===== src/design/hqsr_pkg.sv =====
// Package for the handle queue with search and removal.
// Holds the sizing constants, command and status codes, the request and result
// transaction structs and the controller state type. No dependencies.
package hqsr_pkg;

    localparam int QUEUE_DEPTH = 16;
    localparam int HANDLE_BITS = 32;

    localparam int SLOT_W   = $clog2(QUEUE_DEPTH);
    localparam int COUNT_W  = $clog2(QUEUE_DEPTH + 1);
    localparam int HANDLE_W = 32;
    localparam int ID_W     = 16;
    localparam int CMD_W    = 3;
    localparam int POS_W    = 4;
    localparam int STATUS_W = 2;
    localparam int LEN_W    = 5;

    localparam logic [HANDLE_W-1:0] HANDLE_MASK = (HANDLE_BITS >= HANDLE_W) ?
        {HANDLE_W{1'b1}} : HANDLE_W'((64'd1 << HANDLE_BITS) - 64'd1);

    localparam logic [CMD_W-1:0] CMD_APPEND = 3'd0;
    localparam logic [CMD_W-1:0] CMD_POP    = 3'd1;
    localparam logic [CMD_W-1:0] CMD_REMOVE = 3'd2;
    localparam logic [CMD_W-1:0] CMD_FIND   = 3'd3;
    localparam logic [CMD_W-1:0] CMD_READ   = 3'd4;

    localparam logic [STATUS_W-1:0] STATUS_OK    = 2'd0;
    localparam logic [STATUS_W-1:0] STATUS_EMPTY = 2'd1;
    localparam logic [STATUS_W-1:0] STATUS_FULL  = 2'd2;

    typedef struct packed {
        logic [CMD_W-1:0]    command;
        logic [HANDLE_W-1:0] item_handle;
        logic [ID_W-1:0]     item_id;
        logic [POS_W-1:0]    position;
    } request_t;

    typedef struct packed {
        logic [STATUS_W-1:0] status;
        logic [HANDLE_W-1:0] found_handle;
        logic [ID_W-1:0]     found_id;
        logic [LEN_W-1:0]    queue_length;
    } result_t;

    typedef struct packed {
        logic [HANDLE_W-1:0] handle;
        logic [ID_W-1:0]     id;
    } entry_t;

    typedef enum logic [1:0] {
        ST_IDLE,
        ST_FETCH,
        ST_SCAN,
        ST_SHIFT
    } state_t;

endpackage


===== src/design/hqsr_ram.sv =====
// Simple dual-port entry memory: one write port, one read port with
// registered read data (old data on a same-address collision).
// Depends on nothing; sized by its parameters.
module hqsr_ram #(
    parameter int DEPTH = 16,
    parameter int WIDTH = 48
) (
    input  logic                     clk,
    input  logic                     wr_en,
    input  logic [$clog2(DEPTH)-1:0] wr_addr,
    input  logic [WIDTH-1:0]         wr_data,
    input  logic                     rd_en,
    input  logic [$clog2(DEPTH)-1:0] rd_addr,
    output logic [WIDTH-1:0]         rd_data
);

    logic [WIDTH-1:0] mem [DEPTH];

    always_ff @(posedge clk)
    begin
        if (wr_en)
        begin
            mem[wr_addr] <= wr_data;
        end
    end

    always_ff @(posedge clk)
    begin
        if (rd_en)
        begin
            rd_data <= mem[rd_addr];
        end
    end

endmodule


===== src/design/handle_queue_search_remove_core.sv =====
// Handle queue with search and removal: top level and controller.
// Append, and any command that fails up front, completes without reading the
// entry memory; pop and read position fetch one entry; find compares entries
// from the head and stops at the first hit or the end of the queue; remove also
// moves each entry after the hit down one position. The walk reads one entry per
// cycle from the single read port of the entry memory, so one transaction runs
// at a time (busy, for commands that read the memory, is high until their result
// strobe). The result strobe cannot be stalled. Reset empties the queue; entry
// contents are not cleared. Depends on hqsr_pkg and hqsr_ram.
module handle_queue_search_remove_core (
    input  logic               clk,
    input  logic               rst_n,
    input  logic               start,
    output logic               busy,
    input  hqsr_pkg::request_t request,
    output logic               done,
    output hqsr_pkg::result_t  result
);

    localparam int SUM_W = hqsr_pkg::SLOT_W + 1;

    hqsr_pkg::state_t                  state_reg, state_next;
    logic [hqsr_pkg::SLOT_W-1:0]       head_reg, head_next;
    logic [hqsr_pkg::COUNT_W-1:0]      count_reg, count_next;
    logic [hqsr_pkg::COUNT_W-1:0]      idx_reg, idx_next;
    logic                              done_reg, done_next;

    logic [hqsr_pkg::CMD_W-1:0]        cmd_reg, cmd_next;
    logic [hqsr_pkg::HANDLE_W-1:0]     key_handle_reg, key_handle_next;
    logic [hqsr_pkg::ID_W-1:0]         key_id_reg, key_id_next;
    logic [hqsr_pkg::ID_W-1:0]         hit_id_reg, hit_id_next;
    hqsr_pkg::result_t                 result_reg, result_next;

    logic                              wr_en;
    logic [hqsr_pkg::SLOT_W-1:0]       wr_addr;
    hqsr_pkg::entry_t                  wr_data;
    logic                              rd_en;
    logic [hqsr_pkg::SLOT_W-1:0]       rd_addr;
    hqsr_pkg::entry_t                  rd_data;

    logic                              accept;
    logic                              hit;
    logic                              more;
    logic [hqsr_pkg::HANDLE_W-1:0]     in_handle;
    logic                              pos_in_range;

    function automatic logic [hqsr_pkg::SLOT_W-1:0] slot_of(
        input logic [hqsr_pkg::SLOT_W-1:0]  base,
        input logic [hqsr_pkg::COUNT_W-1:0] pos
    );
        logic [SUM_W-1:0] sum;
        sum = {1'b0, base} + SUM_W'(pos);
        if (sum >= SUM_W'(hqsr_pkg::QUEUE_DEPTH))
        begin
            sum = sum - SUM_W'(hqsr_pkg::QUEUE_DEPTH);
        end
        return sum[hqsr_pkg::SLOT_W-1:0];
    endfunction

    hqsr_ram #(
        .DEPTH (hqsr_pkg::QUEUE_DEPTH),
        .WIDTH ($bits(hqsr_pkg::entry_t))
    ) u_ram (
        .clk     (clk),
        .wr_en   (wr_en),
        .wr_addr (wr_addr),
        .wr_data (wr_data),
        .rd_en   (rd_en),
        .rd_addr (rd_addr),
        .rd_data (rd_data)
    );

    assign busy   = (state_reg != hqsr_pkg::ST_IDLE);
    assign accept = start && !busy;
    assign done   = done_reg;
    assign result = result_reg;

    assign in_handle    = request.item_handle & hqsr_pkg::HANDLE_MASK;
    assign pos_in_range = int'(request.position) < int'(count_reg);

    // During the walk, rd_data holds the entry at position idx_reg - 1.
    assign hit  = (cmd_reg == hqsr_pkg::CMD_FIND) ? (rd_data.id == key_id_reg)
                                                  : (rd_data.handle == key_handle_reg);
    assign more = idx_reg < count_reg;

    always_comb
    begin
        state_next = state_reg;
        unique case (state_reg)
            hqsr_pkg::ST_IDLE:
            begin
                if (accept)
                begin
                    case (request.command) inside
                        hqsr_pkg::CMD_POP:
                            state_next = (count_reg != '0) ? hqsr_pkg::ST_FETCH
                                                           : hqsr_pkg::ST_IDLE;
                        hqsr_pkg::CMD_READ:
                            state_next = pos_in_range ? hqsr_pkg::ST_FETCH
                                                      : hqsr_pkg::ST_IDLE;
                        hqsr_pkg::CMD_FIND, hqsr_pkg::CMD_REMOVE:
                            state_next = (count_reg != '0) ? hqsr_pkg::ST_SCAN
                                                           : hqsr_pkg::ST_IDLE;
                        default:
                            state_next = hqsr_pkg::ST_IDLE;
                    endcase
                end
            end
            hqsr_pkg::ST_FETCH:
                state_next = hqsr_pkg::ST_IDLE;
            hqsr_pkg::ST_SCAN:
            begin
                if (hit)
                begin
                    state_next = (cmd_reg == hqsr_pkg::CMD_REMOVE && more)
                               ? hqsr_pkg::ST_SHIFT : hqsr_pkg::ST_IDLE;
                end
                else
                begin
                    state_next = more ? hqsr_pkg::ST_SCAN : hqsr_pkg::ST_IDLE;
                end
            end
            hqsr_pkg::ST_SHIFT:
                state_next = more ? hqsr_pkg::ST_SHIFT : hqsr_pkg::ST_IDLE;
            default:
                state_next = hqsr_pkg::ST_IDLE;
        endcase
    end

    always_comb
    begin
        head_next       = head_reg;
        count_next      = count_reg;
        idx_next        = idx_reg;
        done_next       = 1'b0;
        cmd_next        = cmd_reg;
        key_handle_next = key_handle_reg;
        key_id_next     = key_id_reg;
        hit_id_next     = hit_id_reg;
        result_next     = result_reg;
        wr_en           = 1'b0;
        wr_addr         = slot_of(head_reg, idx_reg - hqsr_pkg::COUNT_W'(2));
        wr_data         = rd_data;
        rd_en           = 1'b0;
        rd_addr         = slot_of(head_reg, idx_reg);

        unique case (state_reg)
            hqsr_pkg::ST_IDLE:
            begin
                if (accept)
                begin
                    cmd_next        = request.command;
                    key_handle_next = in_handle;
                    key_id_next     = request.item_id;
                    idx_next        = hqsr_pkg::COUNT_W'(1);
                    result_next     = '{status: hqsr_pkg::STATUS_EMPTY, found_handle: '0,
                                        found_id: '0,
                                        queue_length: hqsr_pkg::LEN_W'(count_reg)};
                    case (request.command) inside
                        hqsr_pkg::CMD_APPEND:
                        begin
                            done_next = 1'b1;
                            if (count_reg == hqsr_pkg::COUNT_W'(hqsr_pkg::QUEUE_DEPTH))
                            begin
                                result_next.status = hqsr_pkg::STATUS_FULL;
                            end
                            else
                            begin
                                wr_en        = 1'b1;
                                wr_addr      = slot_of(head_reg, count_reg);
                                wr_data      = '{handle: in_handle, id: request.item_id};
                                count_next   = count_reg + hqsr_pkg::COUNT_W'(1);
                                result_next  = '{status: hqsr_pkg::STATUS_OK,
                                                 found_handle: in_handle,
                                                 found_id: request.item_id,
                                                 queue_length: hqsr_pkg::LEN_W'(count_next)};
                            end
                        end
                        hqsr_pkg::CMD_POP, hqsr_pkg::CMD_FIND, hqsr_pkg::CMD_REMOVE:
                        begin
                            rd_addr = head_reg;
                            if (count_reg != '0)
                            begin
                                rd_en = 1'b1;
                            end
                            else
                            begin
                                done_next = 1'b1;
                            end
                        end
                        hqsr_pkg::CMD_READ:
                        begin
                            rd_addr = slot_of(head_reg,
                                              hqsr_pkg::COUNT_W'(request.position));
                            if (pos_in_range)
                            begin
                                rd_en = 1'b1;
                            end
                            else
                            begin
                                done_next = 1'b1;
                            end
                        end
                        default:
                            done_next = 1'b1;
                    endcase
                end
            end
            hqsr_pkg::ST_FETCH:
            begin
                done_next = 1'b1;
                if (cmd_reg == hqsr_pkg::CMD_POP)
                begin
                    head_next  = slot_of(head_reg, hqsr_pkg::COUNT_W'(1));
                    count_next = count_reg - hqsr_pkg::COUNT_W'(1);
                end
                result_next = '{status: hqsr_pkg::STATUS_OK, found_handle: rd_data.handle,
                                found_id: rd_data.id,
                                queue_length: hqsr_pkg::LEN_W'(count_next)};
            end
            hqsr_pkg::ST_SCAN:
            begin
                // Keep one read in flight so each cycle compares one entry.
                if (more)
                begin
                    rd_en    = 1'b1;
                    idx_next = idx_reg + hqsr_pkg::COUNT_W'(1);
                end
                if (hit)
                begin
                    hit_id_next = rd_data.id;
                    if (cmd_reg == hqsr_pkg::CMD_REMOVE && !more)
                    begin
                        count_next = count_reg - hqsr_pkg::COUNT_W'(1);
                    end
                    if (cmd_reg == hqsr_pkg::CMD_FIND || !more)
                    begin
                        done_next   = 1'b1;
                        result_next = '{status: hqsr_pkg::STATUS_OK,
                                        found_handle: rd_data.handle,
                                        found_id: rd_data.id,
                                        queue_length: hqsr_pkg::LEN_W'(count_next)};
                    end
                end
                else if (!more)
                begin
                    done_next = 1'b1;
                end
            end
            hqsr_pkg::ST_SHIFT:
            begin
                // Move the entry read last cycle down by one position.
                wr_en = 1'b1;
                if (more)
                begin
                    rd_en    = 1'b1;
                    idx_next = idx_reg + hqsr_pkg::COUNT_W'(1);
                end
                else
                begin
                    count_next  = count_reg - hqsr_pkg::COUNT_W'(1);
                    done_next   = 1'b1;
                    result_next = '{status: hqsr_pkg::STATUS_OK,
                                    found_handle: key_handle_reg,
                                    found_id: hit_id_reg,
                                    queue_length: hqsr_pkg::LEN_W'(count_next)};
                end
            end
            default:
            begin
                done_next = 1'b0;
            end
        endcase
    end

    always_ff @(posedge clk or negedge rst_n)
    begin
        if (!rst_n)
        begin
            state_reg <= hqsr_pkg::ST_IDLE;
            head_reg  <= '0;
            count_reg <= '0;
            idx_reg   <= '0;
            done_reg  <= 1'b0;
        end
        else
        begin
            state_reg <= state_next;
            head_reg  <= head_next;
            count_reg <= count_next;
            idx_reg   <= idx_next;
            done_reg  <= done_next;
        end
    end

    always_ff @(posedge clk)
    begin
        cmd_reg        <= cmd_next;
        key_handle_reg <= key_handle_next;
        key_id_reg     <= key_id_next;
        hit_id_reg     <= hit_id_next;
        result_reg     <= result_next;
    end

endmodule


===== config.mk =====
export PLATFORM = sky130hd
export DESIGN_NAME = handle_queue_search_remove_core
export DESIGN_NICKNAME = d
export VERILOG_FILES = /design/src/design/hqsr_pkg.sv /design/src/design/hqsr_ram.sv /design/src/design/handle_queue_search_remove_core.sv
export SDC_FILE = /design/constraint.sdc
export NUM_CORES = 1
export LEC_CHECK = 0
export BUFFER_PORTS_ARGS = -buffer_cell sky130_fd_sc_hd__buf_4
export CAP_MARGIN = 20
export CORE_ASPECT_RATIO = 0.5
export CORE_MARGIN = 2
export CORE_UTILIZATION = 25
export DETAILED_ROUTE_END_ITERATION = 7
export SETUP_SLACK_MARGIN = 0.15
export SLEW_MARGIN = 20
export SYNTH_ARGS = -nofsm -noshare
export SYNTH_HDL_FRONTEND = slang
export SYNTH_SLANG_ARGS = --single-unit
export TNS_END_PERCENT = 50

===== constraint.sdc =====
create_clock -name clk -period 6.9 [get_ports clk]
set_input_delay 0.345 -clock clk [delete_from_list [all_inputs] [get_ports clk]]
set_output_delay 0.345 -clock clk [all_outputs]
set_load 0.02 [all_outputs]

# Yosys cells after proc, flatten, opt, wreduce, memory -nomap -nowiden
# Memory sizes are Yosys's and may differ from the RTL's. A register that Yosys moved wholly into a read port is not among the register bits.
# Index checks and enable logic that the tools add are counted.
[word_totals] ff_bits=139 mem_bits_rw=768 input_bits=58 mem_bits_ro=0 output_inout_bits=57 elab_cells=149 latch_bits=0 mem_count=1
[op_classes] add_sub_neg=14 n_lt_le_gt_ge=7 n_reduce_logical=20 mux=74 eq_ne=20 bitwise_logic=0 div_mod_pow=0 mul=0 shifts=0
[memory_table] name="u_ram.mem" depth=16 width=48 rd=1 rd_ports_with_merged_regs=1 wr=1 line_no="hqsr_ram.sv:17" rtl="logic [WIDTH-1:0] mem [DEPTH];"
[ops] cell="$mux 55" count=5
[ops] cell="$pmux 55 s4" count=1
[ops] cell="$mux 48" count=4
[ops] cell="$mux 4" count=14
[ops] cell="$mux 53" count=1
[ops] cell="$mux 5" count=9
[ops] cell="$eq 32x32->1" count=1
[ops] cell="$ge 5x5->1 const B" count=5
[ops] cell="$mux 1" count=24
[ops] cell="$mux 2" count=10
[ops] cell="$pmux 5 s4" count=1
[ops] cell="$sub 4x1->4 const B" count=5
[ops] cell="$eq 16x16->1" count=1
[ops] cell="$add 4x5->5" count=3
[ops] cell="$eq 3x2->1 const B" count=4
[ops] cell="$ne 2x2->1 const B" count=6
[ops] cell="$add 5x1->5 const B" count=2
[ops] cell="$pmux 5 s2" count=1
[ops] cell="$pmux 2 s4" count=1
[ops] cell="$eq 3x1->1 const B" count=2
[ops] cell="$reduce_and 2->1" count=3
[ops] cell="$add 4x1->5 const B" count=1
[ops] cell="$add 4x4->5" count=1
[ops] cell="$eq 5x5->1 const B" count=1
[ops] cell="other kinds (22)" count=29

# Logic depth before layout (Yosys ltp)
[depth] depth_word=8 ltp_mapped=14 mapped_depth_nobuf=12

# Cells and area by module
# From an unflattened synthesis, not the netlist that was laid out.
[unflattened] cells_unflattened=1930 area_unflattened_um2=38027.7
[by_module_without_submodules] module="hqsr_ram" instances=1 area_per_inst_um2=30175.2 cells_per_inst=1242 seq_area_each_um2=24503.5
[by_module_without_submodules] module="handle_queue_search_remove_core" instances=1 area_per_inst_um2=7852.5 cells_per_inst=688 seq_area_each_um2=4088.9

# Least setup slack after synthesis
# OpenSTA, ideal clock, no wires.
[synth_timing] path_kind="register to register" from="reg u_ram.rd_data[23], read port of u_ram.mem" to="reg result_reg, in the netlist result[0], enable pin" n_path_buf=0 stages_incl_launch_ff=8 required_time_ns=6.414 slack_ns=1.946 setup_time_ns=0.486 t_arrival_ns=4.468 synth_period_minus_slack_ns=4.954 path_cell_list="edfxtp_1 -> xnor2_1 -> nand4_1 -> or4_1 -> nor4_2 -> nor2_1 -> a21o_2 -> a21oi_1"
[synth_via] elab_chain_cells=4
[synth_lines] item="start, declared" line_no="hqsr_ram.sv:14" rtl="output logic [WIDTH-1:0] rd_data"
[synth_lines] item="$eq 32x32->1" line_no="handle_queue_search_remove_core.sv:83" rtl=": (rd_data.handle == key_handle_reg);"
[synth_lines] item="$mux 1" line_no="handle_queue_search_remove_core.sv:82" rtl="assign hit = (cmd_reg == hqsr_pkg::CMD_FIND) ? (rd_data.id == key_id_reg)"
[synth_lines] item="$ne 2x2->1 (no line)"
[synth_lines] item="$reduce_and 4->1 (no line)"
[synth_lines] item="end signal, assigned" line_no="handle_queue_search_remove_core.sv:302" rtl="result_reg <= result_next;"
[synth_lines] item="end, declared" line_no="handle_queue_search_remove_core.sv:32" rtl="hqsr_pkg::result_t result_reg, result_next;"
# Every way passes these cells.
# A chain may end at the register's enable or synchronous reset.

# Worst setup path after layout
[layout_timing] from="reg state_reg[1]" to="reg u_ram.rd_data[24], read port of u_ram.mem, data pin"
[layout_via] elab_chain_cells=5 word_cells_on_any_way=11 cone_classes="eq/ne: 2; mux: 4; reduce/logical: 5"
[layout_lines] item="start, declared" line_no="handle_queue_search_remove_core.sv:22" rtl="hqsr_pkg::state_t state_reg, state_next;"
[layout_lines] item="start signal, assigned" line_no="handle_queue_search_remove_core.sv:280" rtl="state_reg <= hqsr_pkg::ST_IDLE;"
[layout_lines] item="start signal, assigned" line_no="handle_queue_search_remove_core.sv:288" rtl="state_reg <= state_next;"
[layout_lines] item="$reduce_bool 2->1" line_no="handle_queue_search_remove_core.sv:73" rtl="assign busy = (state_reg != hqsr_pkg::ST_IDLE);"
[layout_lines] item="$logic_not 1->1" line_no="handle_queue_search_remove_core.sv:74" rtl="assign accept = start && !busy;"
[layout_lines] item="$logic_and 1x1->1" line_no="handle_queue_search_remove_core.sv:74"
[layout_lines] item="$mux 1 or $mux 4 (tied branches)" line_no="handle_queue_search_remove_core.sv:150" rtl="if (accept)"
[layout_lines] item="$pmux 1 s2 or $mux 4 (tied branches)" line_no="handle_queue_search_remove_core.sv:147" rtl="unique case (state_reg)"
# Several ways; a longest one is shown, not always the timed one.

==> impl_metrics.env <==
export IMPL_die_area_um2=165000
export IMPL_hp_class="in2reg"
export IMPL_synthTopCellsByCount="938 x edfxtp_1, 722 x mux2i_1, 75 x nand2_1"
export IMPL_slew_headroom_pct=21.5
export IMPL_viasPerCell=4.43
export IMPL_synth_xor_area_share_pct=1.43
export IMPL_grt_total_usage_pct=11.7
export IMPL_powerDensity_nw_per_um2=518
export IMPL_hold_viol_final=0
export IMPL_place_gp_congestion=0.848
export IMPL_multi_input_area_um2=11100
export IMPL_vdd_drop_max_v=0.000588
export IMPL_htree_num_levels=3
export IMPL_largest_reg_flops=768
export IMPL_die_w_um=572
export IMPL_fin_nets=2619
export IMPL_crit_path_max_fanout=57
export IMPL_layout_min_cycle_time_ns=4.94
export IMPL_drt_initial_drc_count=1842
export IMPL_place_port_buffers=114
export IMPL_stdcell_area_um2=47600
export IMPL_endpoint_kind="flop"
export IMPL_antenna_found_initial=3
export IMPL_reg2reg_depth=12
export IMPL_syn_avg_cell_area_um2=17.3
export IMPL_regArea_um2=28600
export IMPL_yosysSeqAreaShare_pct=71.0
export IMPL_rsz0062_at_grt="no"
export IMPL_clk_latency_ns=0.67
export IMPL_skew_ns=0.0390
export IMPL_ios=115
export IMPL_grt_max_degree=81
export IMPL_firstDrtPassIters=5
export IMPL_netlist_area_um2=40300
export IMPL_tightest_slew_ns=1.17
export IMPL_antenna_cells=0
export IMPL_drcViolationCount=0
export IMPL_drv_cap=0
export IMPL_async_reset_ff_share_pct=1.78
export IMPL_cts_tree="yes"
export IMPL_synth_top_family_by_area="multiplexers"
export IMPL_clk_pin_slew_ns=0.06
export IMPL_design_core_area_um2=160000
export IMPL_synth_adder_area_share_pct=1.04
export IMPL_crit_required_ns=7.28
export IMPL_final_max_slew_viol_count=0
export IMPL_setup_tns_ns=0
export IMPL_grt_pass1_vias=20900
export IMPL_place_area_um2=43800
export IMPL_syn_nets=2423
export IMPL_synth_seq_cells=955
export IMPL_synth_area_leaders="edfxtp_1 70%, mux2i_1 18%, mux2_2 1.3%, dfrtp_1 1.1%, a22oi_1 0.95%"
export IMPL_num_rows=104
export IMPL_area_growth_pct=18.1
export IMPL_fillers=15700
export IMPL_finalPower_uw=24600
export IMPL_p_leak_uw=0.0175
export IMPL_die_y_um=288
export IMPL_hold_depth=3
export IMPL_period_share_pct=71.6
export IMPL_ys_flop_type="edfxtp_1"
export IMPL_synth_simple_area_share_pct=2.09
export IMPL_floorplan_initialDensity_pct=25.1
export IMPL_status="finished, final reports clean"
export IMPL_yosysMostFrequentCell="edfxtp_1"
export IMPL_clock_path_buffers=3
export IMPL_yosys_area_top_type="edfxtp_1"
export IMPL_start_kind="flop"
export IMPL_grt_pass1_wl_um=143000
export IMPL_critical_path_class="reg2reg"
export IMPL_synth_cell_types=68
export IMPL_synth_top_area_share_pct=69.9
export IMPL_hpwlAfterDp_um=63300
export IMPL_synth_edf_count=938
export IMPL_yosysWarningCount=0
export IMPL_vias=21200
export IMPL_cts_sinks=955
export IMPL_ctsRootBufferMaster="clkbuf_16"
export IMPL_ant_nets=0
export IMPL_cts_buffers=99
export IMPL_routedWlPerCell_um=20.7
export IMPL_overflow=0
export IMPL_setup_violations=0
export IMPL_synth_compound_area_share_pct=3.01
export IMPL_layout_drive_gt1_share_pct=15.1
export IMPL_cp_arrival_ns=5.32
export IMPL_route_final_wire_length_um=99000
export IMPL_synthMuxAreaShare_pct=19.4
export IMPL_fmax_mhz=202
export IMPL_syn_inst=2334
-- report_power, final --
group          switching (uW)  internal (uW)  leakage, uW
Clock                    2230           3030      0.00157
Combinational            6850           4070      0.00720
Sequential                416           8040      0.00877
Total                    9490          15100       0.0175
-- stage by stage --
stage / util (%) / std cells / worst slack [ns] / hold slack, ns
2_1_floorplan: - / 2334 / 1.95 / 0.0494
5_1_grt: 29.7 / 4789 / 1.65 / 0.0915
6_report: 29.7 / 4789 / 1.96 / 0.123
3_5_place_dp: 27.3 / 4548 / 1.91 / 0.243
4_1_cts: 29.6 / 4787 / 1.94 / 0.0682
3_3_place_gp: 27.3 / 4546 / 2.04 / 0.241
-- what timing repair did --
action / 4_1_cts / 5_1_grt
hold buffers: 52 / 0
resized for setup: 0 / 0
hold endpoints to repair: 95 / 0
buffers inserted: 0 / 0
-- final cells by class --
| cell class | count | share of cell area, % |
|---|---|---|
| Sequential cell | 955 | 60.1 |
| Multi-Input combinational cell | 1234 | 23.3 |
| Tap cell | 2173 | 5.71 |
| Clock buffer | 122 | 5.39 |
| Timing Repair Buffer | 215 | 3.97 |
| Clock inverter | 65 | 1.39 |
| Inverter | 25 | 0.197 |
-- kinds of logic (layout without fill, tap and decap cells) --
group           after synthesis  count (layout)
simple gates                178             178
flops                       955             955
xor+xnor                     65              65
compound gates              187             187
mux                         773             773
fa+ha+maj                    31              31
buf+inv                     145             427
-- worst max-delay path, cell delays in order, from the launching register on --
cell and delay, ns:
dfrtp_1 0.43, inv_1 0.14, ha_2 0.19, nand2_1 0.17
inv_2 0.10, buf_4 0.70, nand2_1 0.19, o22ai_1 0.23
a221o_4 0.72, buf_4 0.69, mux2i_1 0.20, mux2i_1 0.66
mux2i_1 0.15
-- final timing paths --
check                                           start                           to  slack, ns
hold reg to reg            u_ram.rd_data[9]$_DFFE_PP_      hit_id_reg[9]$_DFFE_PP_       0.53
min in group asynchronous                       rst_n     count_reg[0]$_DFFE_PN0P_       0.15
setup reg to reg             state_reg[1]$_DFFE_PN0P_  u_ram.rd_data[24]$_DFFE_PP_       1.96
hold / removal                                  start     state_reg[0]$_DFFE_PN0P_       0.12
setup / recovery             state_reg[1]$_DFFE_PN0P_  u_ram.rd_data[24]$_DFFE_PP_       1.96
max in group asynchronous                       rst_n      head_reg[0]$_DFFE_PN0P_       6.53
-- per-layer routing --
metal	global-route usage (%)	part of all wire [%]	routed length (um)
met1	17.3	48	47300
met2	17.8	44	44000
met3	1.62	5.3	5220
met4	3.30	2.5	2450
met5	0	0	0
-- cell usage in the layout, fill, tap and decap left out, types with 25 or more instances in the layout --
master / synthesis / layout
clkinv_1: 1 / 29
a22oi_1: 51 / 51
dlygate4sd3_1: 0 / 52
mux2i_1: 722 / 722
edfxtp_1: 938 / 938
o21ai_0: 60 / 60
buf_4: 29 / 152
nand2_1: 75 / 73
a21oi_1: 27 / 25
clkbuf_16: 0 / 99
ha_1: 27 / 25
xnor2_1: 42 / 42
mux2_2: 48 / 48
No activity file was read; power rests on OpenSTA's default activity.
